**src/psf_pkg.sv**
```systemverilog
// ----------------------------------------------------------------------------
// psf_pkg
// Shared constants, codes and types for the PCM sample FIFO to PWM duty block.
// ----------------------------------------------------------------------------
package psf_pkg;

    // FIFO geometry
    localparam int FIFO_DEPTH = 1024;
    localparam int ADDR_W     = $clog2(FIFO_DEPTH);
    localparam int LEVEL_W    = $clog2(FIFO_DEPTH + 1);

    // PWM duty geometry
    localparam int DUTY_BITS = 8;
    localparam logic [DUTY_BITS-1:0] DUTY_MID =
        DUTY_BITS'(((64'd1 << DUTY_BITS) - 64'd1) / 64'd2);

    // Sample and gain widths
    localparam int SAMPLE_W = 16;
    localparam int VOL_W    = 8;
    localparam int PROD_W   = SAMPLE_W + VOL_W + 1;

    // Divide by 100 as multiply by reciprocal; exact for magnitudes below 2^23
    localparam int DIVISOR   = 100;
    localparam int DIV_SHIFT = 30;
    localparam int MAG_W     = 24;
    localparam logic [MAG_W-1:0] DIV_MUL =
        MAG_W'(((64'd1 << DIV_SHIFT) + 64'(DIVISOR) - 64'd1) / 64'(DIVISOR));
    localparam int QMAG_W    = 2 * MAG_W - DIV_SHIFT;
    localparam int QUOT_W    = QMAG_W + 1;
    localparam int BIAS_W    = QUOT_W + 1;

    // Opcodes
    localparam logic [1:0] OP_PUSH  = 2'd0;
    localparam logic [1:0] OP_TICK  = 2'd1;
    localparam logic [1:0] OP_FLUSH = 2'd2;

    // Configuration register indexes
    localparam int CFG_IDX_W = 2;
    localparam logic [CFG_IDX_W-1:0] CFG_VOLUME = 2'd0;
    localparam logic [CFG_IDX_W-1:0] CFG_STEREO = 2'd1;
    localparam logic [CFG_IDX_W-1:0] CFG_PLAY   = 2'd2;
    localparam logic [VOL_W-1:0]     VOLUME_RESET = 8'd100;

    // Per-word status carried down the pipeline
    typedef struct packed {
        logic               is_tick;
        logic               played;
        logic               accepted;
        logic [LEVEL_W-1:0] level;
    } psf_tag_t;

endpackage

```
**src/psf_scale.sv**
```systemverilog
// ----------------------------------------------------------------------------
// psf_scale
// Volume scaling, divide by 100, offset, clamp and duty quantize, with the
// in-order duty hold and the output register.
// ----------------------------------------------------------------------------
module psf_scale (
    input  logic                                aclk,
    input  logic                                aresetn,
    input  logic [psf_pkg::VOL_W-1:0]           volume_percent,
    input  logic                                q_valid,
    output logic                                q_ready,
    input  logic signed [psf_pkg::SAMPLE_W-1:0] q_sample,
    input  psf_pkg::psf_tag_t                   q_tag,
    output logic                                m_valid,
    input  logic                                m_ready,
    output logic [psf_pkg::DUTY_BITS-1:0]       m_pwm_duty,
    output logic                                m_sample_played,
    output logic                                m_push_accepted,
    output logic [psf_pkg::LEVEL_W-1:0]         m_fifo_level
);

    // Stage A: product
    logic                               a_valid_reg;
    psf_pkg::psf_tag_t                  a_tag_reg;
    logic signed [psf_pkg::PROD_W-1:0]  a_prod_reg;
    // Stage B: quotient
    logic                               b_valid_reg;
    psf_pkg::psf_tag_t                  b_tag_reg;
    logic signed [psf_pkg::QUOT_W-1:0]  b_quot_reg;
    // Output
    logic                               out_valid_reg;
    logic [psf_pkg::DUTY_BITS-1:0]      duty_hold_reg, duty_hold_next;
    logic                               played_reg;
    logic                               accepted_reg;
    logic [psf_pkg::LEVEL_W-1:0]        level_reg;

    logic                               out_ready;
    logic                               b_ready;
    logic                               a_ready;
    logic signed [psf_pkg::PROD_W-1:0]  prod;
    logic [psf_pkg::MAG_W-1:0]          prod_mag;
    logic [2*psf_pkg::MAG_W-1:0]        recip_prod;
    logic [psf_pkg::QMAG_W-1:0]         quot_mag;
    logic signed [psf_pkg::QUOT_W-1:0]  quot;
    logic signed [psf_pkg::BIAS_W-1:0]  biased;
    logic [psf_pkg::SAMPLE_W-1:0]       clamped;
    logic [psf_pkg::DUTY_BITS-1:0]      duty_calc;

    // Flow control, bubbles collapse
    assign out_ready = !out_valid_reg || m_ready;
    assign b_ready   = !b_valid_reg || out_ready;
    assign a_ready   = !a_valid_reg || b_ready;
    assign q_ready   = a_ready;

    // Sample times volume (volume is non-negative)
    assign prod = psf_pkg::PROD_W'(q_sample)
                * psf_pkg::PROD_W'($signed({1'b0, volume_percent}));

    // Magnitude times reciprocal of 100, then restore sign
    assign prod_mag   = a_prod_reg[psf_pkg::PROD_W-1]
                      ? psf_pkg::MAG_W'(-a_prod_reg)
                      : psf_pkg::MAG_W'(a_prod_reg);
    assign recip_prod = (2*psf_pkg::MAG_W)'(prod_mag)
                      * (2*psf_pkg::MAG_W)'(psf_pkg::DIV_MUL);
    assign quot_mag   = recip_prod[2*psf_pkg::MAG_W-1:psf_pkg::DIV_SHIFT];
    assign quot       = a_prod_reg[psf_pkg::PROD_W-1]
                      ? -$signed({1'b0, quot_mag})
                      : $signed({1'b0, quot_mag});

    // Offset to unsigned, clamp, keep the top duty bits
    assign biased = {b_quot_reg[psf_pkg::QUOT_W-1], b_quot_reg}
                  + psf_pkg::BIAS_W'(32768);
    always_comb begin
        priority if (biased < 0) begin
            clamped = '0;
        end else if (biased > psf_pkg::BIAS_W'(65535)) begin
            clamped = '1;
        end else begin
            clamped = biased[psf_pkg::SAMPLE_W-1:0];
        end
    end
    assign duty_calc = clamped[psf_pkg::SAMPLE_W-1 -: psf_pkg::DUTY_BITS];

    // Duty hold follows ticks in order
    always_comb begin
        duty_hold_next = duty_hold_reg;
        if (b_valid_reg && out_ready && b_tag_reg.is_tick) begin
            duty_hold_next = b_tag_reg.played ? duty_calc : psf_pkg::DUTY_MID;
        end
    end

    // Valid bits and duty hold
    always_ff @(posedge aclk) begin
        if (!aresetn) begin
            a_valid_reg   <= 1'b0;
            b_valid_reg   <= 1'b0;
            out_valid_reg <= 1'b0;
            duty_hold_reg <= psf_pkg::DUTY_MID;
        end else begin
            if (a_ready) begin
                a_valid_reg <= q_valid;
            end
            if (b_ready) begin
                b_valid_reg <= a_valid_reg;
            end
            if (out_ready) begin
                out_valid_reg <= b_valid_reg;
            end
            duty_hold_reg <= duty_hold_next;
        end
    end

    // Payload registers
    always_ff @(posedge aclk) begin
        if (q_valid && a_ready) begin
            a_tag_reg  <= q_tag;
            a_prod_reg <= prod;
        end
        if (a_valid_reg && b_ready) begin
            b_tag_reg  <= a_tag_reg;
            b_quot_reg <= quot;
        end
        if (b_valid_reg && out_ready) begin
            played_reg   <= b_tag_reg.played;
            accepted_reg <= b_tag_reg.accepted;
            level_reg    <= b_tag_reg.level;
        end
    end

    assign m_valid         = out_valid_reg;
    assign m_pwm_duty      = duty_hold_reg;
    assign m_sample_played = played_reg;
    assign m_push_accepted = accepted_reg;
    assign m_fifo_level    = level_reg;

endmodule

```
**config.mk**
```make
export PLATFORM = sky130hd
export DESIGN_NAME = psf_scale
export DESIGN_NICKNAME = d
export VERILOG_FILES = /design/src/psf_pkg.sv /design/src/psf_scale.sv
export SDC_FILE = /design/constraint.sdc
export NUM_CORES = 1
export LEC_CHECK = 0
export BUFFER_PORTS_ARGS = -buffer_cell sky130_fd_sc_hd__buf_2
export CAP_MARGIN = 10
export CORE_UTILIZATION = 60
export CTS_CLUSTER_SIZE = 14
export DETAILED_ROUTE_END_ITERATION = 10
export GPL_ROUTABILITY_DRIVEN = 0
export GPL_TIMING_DRIVEN = 0
export PLACE_DENSITY = 0.77
export SYNTH_ARGS = -nofsm -noshare
export SYNTH_HDL_FRONTEND = slang
export SYNTH_SLANG_ARGS = --single-unit
```
**constraint.sdc**
```tcl
create_clock -name aclk -period 10.7 [get_ports aclk]
set_input_delay 2.14 -clock aclk [delete_from_list [all_inputs] [get_ports aclk]]
set_output_delay 2.14 -clock aclk [all_outputs]
set_load 0.05 [all_outputs]
```
==> metrics.md <==
| Metric | Value |
|---|---|
| Status | `complete, no violations` |
| Initial DRC Count | `856` |
| Synthesis-to-finish area growth | `6.95%` |
| Final period utilization | `0.962` |
| Final Hold Fails | `0` |
| Largest buffer count on any clock path | `2` |
| Worst slew pin tran | `1.25 ns` |
| Fmax | `97.2 MHz` |
| Clk Latency, worst-skew pair | `0.35 ns` |
| Wire per inst | `17.7 um` |
| Worst r2r path cells | `32` |
| TritonCTS Buffers | `9` |
| DRT Pass-1 Iters | `5` |
| Clock tree from TritonCTS | `built` |
| Final instance area | `0.0208 sq mm` |
| Die width | `182 um` |
| CTS sink cnt | `88` |
| WS Path Type | `flip-flop to flip-flop` |
| Crit. End Element | `flip-flop` |
| Starting Density | `0.612` |
| Final setup skew | `0.0127 ns` |
| Number of flops mapped to enable cells by yosys | `77` |
| Post-synth ARST share | `0` |
| Hold/Removal Path Class | `flip-flop to flip-flop` |
| Most common cell after layout, fill and taps aside | `inv_1` |
| Crit-path max cell delay | `0.59 ns` |
| Crit path to | `b_quot_reg[17]` |
| Cells after Synth | `2027` |
| Total number of vias | `13800` |
| FILL cells | `2469` |
| Fin nets | `2793` |
| Post-DP Area | `0.0203 sq mm` |
| Dpl hpwl | `39200 um` |
| Max-Cap Viols | `0` |
| Mapped Area | `0.0194 sq mm` |
| RSZ-0062 raised after global routing | `no` |
| Worst-path clk slew | `0.07 ns` |
| Post-DR vias/cell | `5.45` |
| Layout cells sized above 1 | `0.0609` |
| DRT antenna net count | `0` |
| Grt ovf | `0` |
| Residual DRC | `0` |
| Antenna violations before repair | `0` |
| Crit start category | `flip-flop` |
| Pins Over Slew Limit | `0` |
| Unique masters post-synth | `72` |
| Max FO, Critical Path | `6` |
| Largest net degree at the start of global routing | `26` |
| Multi-input logic area | `0.0146 sq mm` |
| Die area | `0.0331 sq mm` |
| Slew Limit Headroom | `0.165` |
| Sequential area share after synthesis | `0.130` |
| Vias in the first global route | `14900` |
| Core Rows | `65` |
| H-tree levels | `3` |
| #FFs+latches synth | `88` |
| Reg2Reg Capture Point | `b_quot_reg[17]` |
| Die Y | `182 um` |
| FF/Latch Area | `0.00253 sq mm` |
| Post-route minimum period | `10.29 ns` |
| Mapped Nets | `2706` |
| Commonest cells after routing, fill and taps aside | `611 x inv_1, 319 x fa_1, 318 x ha_1` |
| Reg-to-Reg Start | `a_prod_reg[0]` |
| Max reg flops | `25` |
| Critical path's slowest cell | `fa_1` |
| Port Buf Inserts | `64` |
| First-pass GRT wire length | `73600 um` |
| Top FF cell, synth | `edfxtp_1` |
| Crit path DAT | `10.38 ns` |
| Root buf cell | `clkbuf_16` |
| Routed WL | `44600 um` |
| Total track usage | `0.286` |
| Worst Setup SP | `a_prod_reg[0]` |
| Syn. warnings | `0` |
| Reg2reg setup slack | `0.41 ns` |
| Setup violations, final | `0` |
| Core area | `0.0317 sq mm` |
| I/O pin count | `65` |
| Syn Area/Cell | `9.58 sq um` |
| Critical Path RT | `10.79 ns` |
-- through the flow --
| stage | TNS [ns] | cells | hold WS (ns) | worst slack, ns | utilization |
|---|---|---|---|---|---|
| detailed placement | -2.24 | 2495 | 0.405 | -0.578 | 0.640 |
| finish | 0 | 2523 | 0.414 | 0.408 | 0.654 |
| CTS | 0 | 2511 | 0.418 | 0.00930 | 0.650 |
| global route | 0 | 2521 | 0.421 | 0.0502 | 0.654 |
| floorplan | 0 | 2027 | 0.400 | 1.64 | - |
| global placement | -0.810 | 2493 | 0.401 | -0.332 | 0.638 |
-- what timing repair did --
action	in CTS	in global routing
resized for setup	3	9
hold buffers	0	0
buffers inserted	0	7
pin swaps	0	2
setup endpoints to repair	9	11
-- cell usage after synthesis, drive strengths merged (4+ instances only) --
library cell | count | share of area
a211oi | 6 | 0.0026
a21boi | 7 | 0.0027
a21o | 20 | 0.0077
a21oi | 57 | 0.015
a31oi | 11 | 0.0035
and2 | 85 | 0.027
and3 | 8 | 0.0026
clkbuf | 20 | 0.0039
dfxtp | 11 | 0.011
edfxtp | 77 | 0.12
fa | 319 | 0.33
ha | 318 | 0.20
inv | 612 | 0.12
mux2i | 5 | 0.0026
nand2 | 101 | 0.020
nand2b | 13 | 0.0042
nand3 | 21 | 0.0054
nand4 | 9 | 0.0032
nor2 | 66 | 0.013
nor2b | 11 | 0.0035
nor3 | 14 | 0.0036
nor4 | 5 | 0.0024
o211ai | 7 | 0.0032
o21a | 12 | 0.0047
o21ai | 46 | 0.012
o21bai | 5 | 0.0019
o22ai | 4 | 0.0013
o31ai | 10 | 0.0051
o41ai | 4 | 0.0018
or2 | 4 | 0.0013
or3 | 8 | 0.0028
xnor2 | 64 | 0.029
xor2 | 30 | 0.014
-- logic make-up after synthesis --
| family | Yosys count | share of synthesized area |
|---|---|---|
| multiplexers | 6 | 0.00316 |
| AND/OR/NAND/NOR | 356 | 0.0936 |
| buffers and inverters | 635 | 0.123 |
| flip-flops | 88 | 0.130 |
| AO/OA/AOI/OAI | 211 | 0.0731 |
| XOR/XNOR | 94 | 0.0428 |
| adder cells (fa/ha/maj) | 637 | 0.534 |
-- routing by layer --
| layer | track usage | part of all wire |
|---|---|---|
| met5 | 0 | 0 |
| met4 | 0.104 | 0.033 |
| met3 | 0.0325 | 0.054 |
| met2 | 0.501 | 0.49 |
| met1 | 0.366 | 0.42 |
-- worst min-delay path by stage --
| stage | slack [ns] | to | cells after the start | startpoint |
|---|---|---|---|---|
| after floorplan | 0.40 | b_tag_reg[0] | 0 | a_tag_reg[0] |
| after global placement | 0.40 | m_push_accepted | 0 | b_tag_reg[11] |
| after detailed placement | 0.40 | b_tag_reg[5] | 0 | a_tag_reg[5] |
| after CTS | 0.42 | m_fifo_level[9] | 0 | b_tag_reg[9] |
| after global routing | 0.42 | b_tag_reg[3] | 0 | a_tag_reg[3] |
| final | 0.41 | m_fifo_level[9] | 0 | b_tag_reg[9] |
-- worst max-delay path, delay by kind of cell, from the launching register on --
| family | cells | cell delay (ns) |
|---|---|---|
| compound gates | 5 | 1.43 |
| xor+xnor | 2 | 0.54 |
| fa+ha+maj | 9 | 4.06 |
| buf+inv | 6 | 0.78 |
| flops | 1 | 0.50 |
| simple gates | 10 | 2.74 |
-- cell type report --
type / count / area share
multi-input cells: 1304 / 0.703
flip-flops and latches: 88 / 0.122
inverters: 613 / 0.111
well taps: 402 / 0.0242
repair buffers: 76 / 0.0211
clock buffers: 9 / 0.0108
plain buffers: 22 / 0.00404
clock inverters: 7 / 0.00325
diodes: 2 / 0.000241
Power is left out: the tool's default activity adds up to more than one toggle a clock period on the data nets, which glitch-free logic cannot reach.
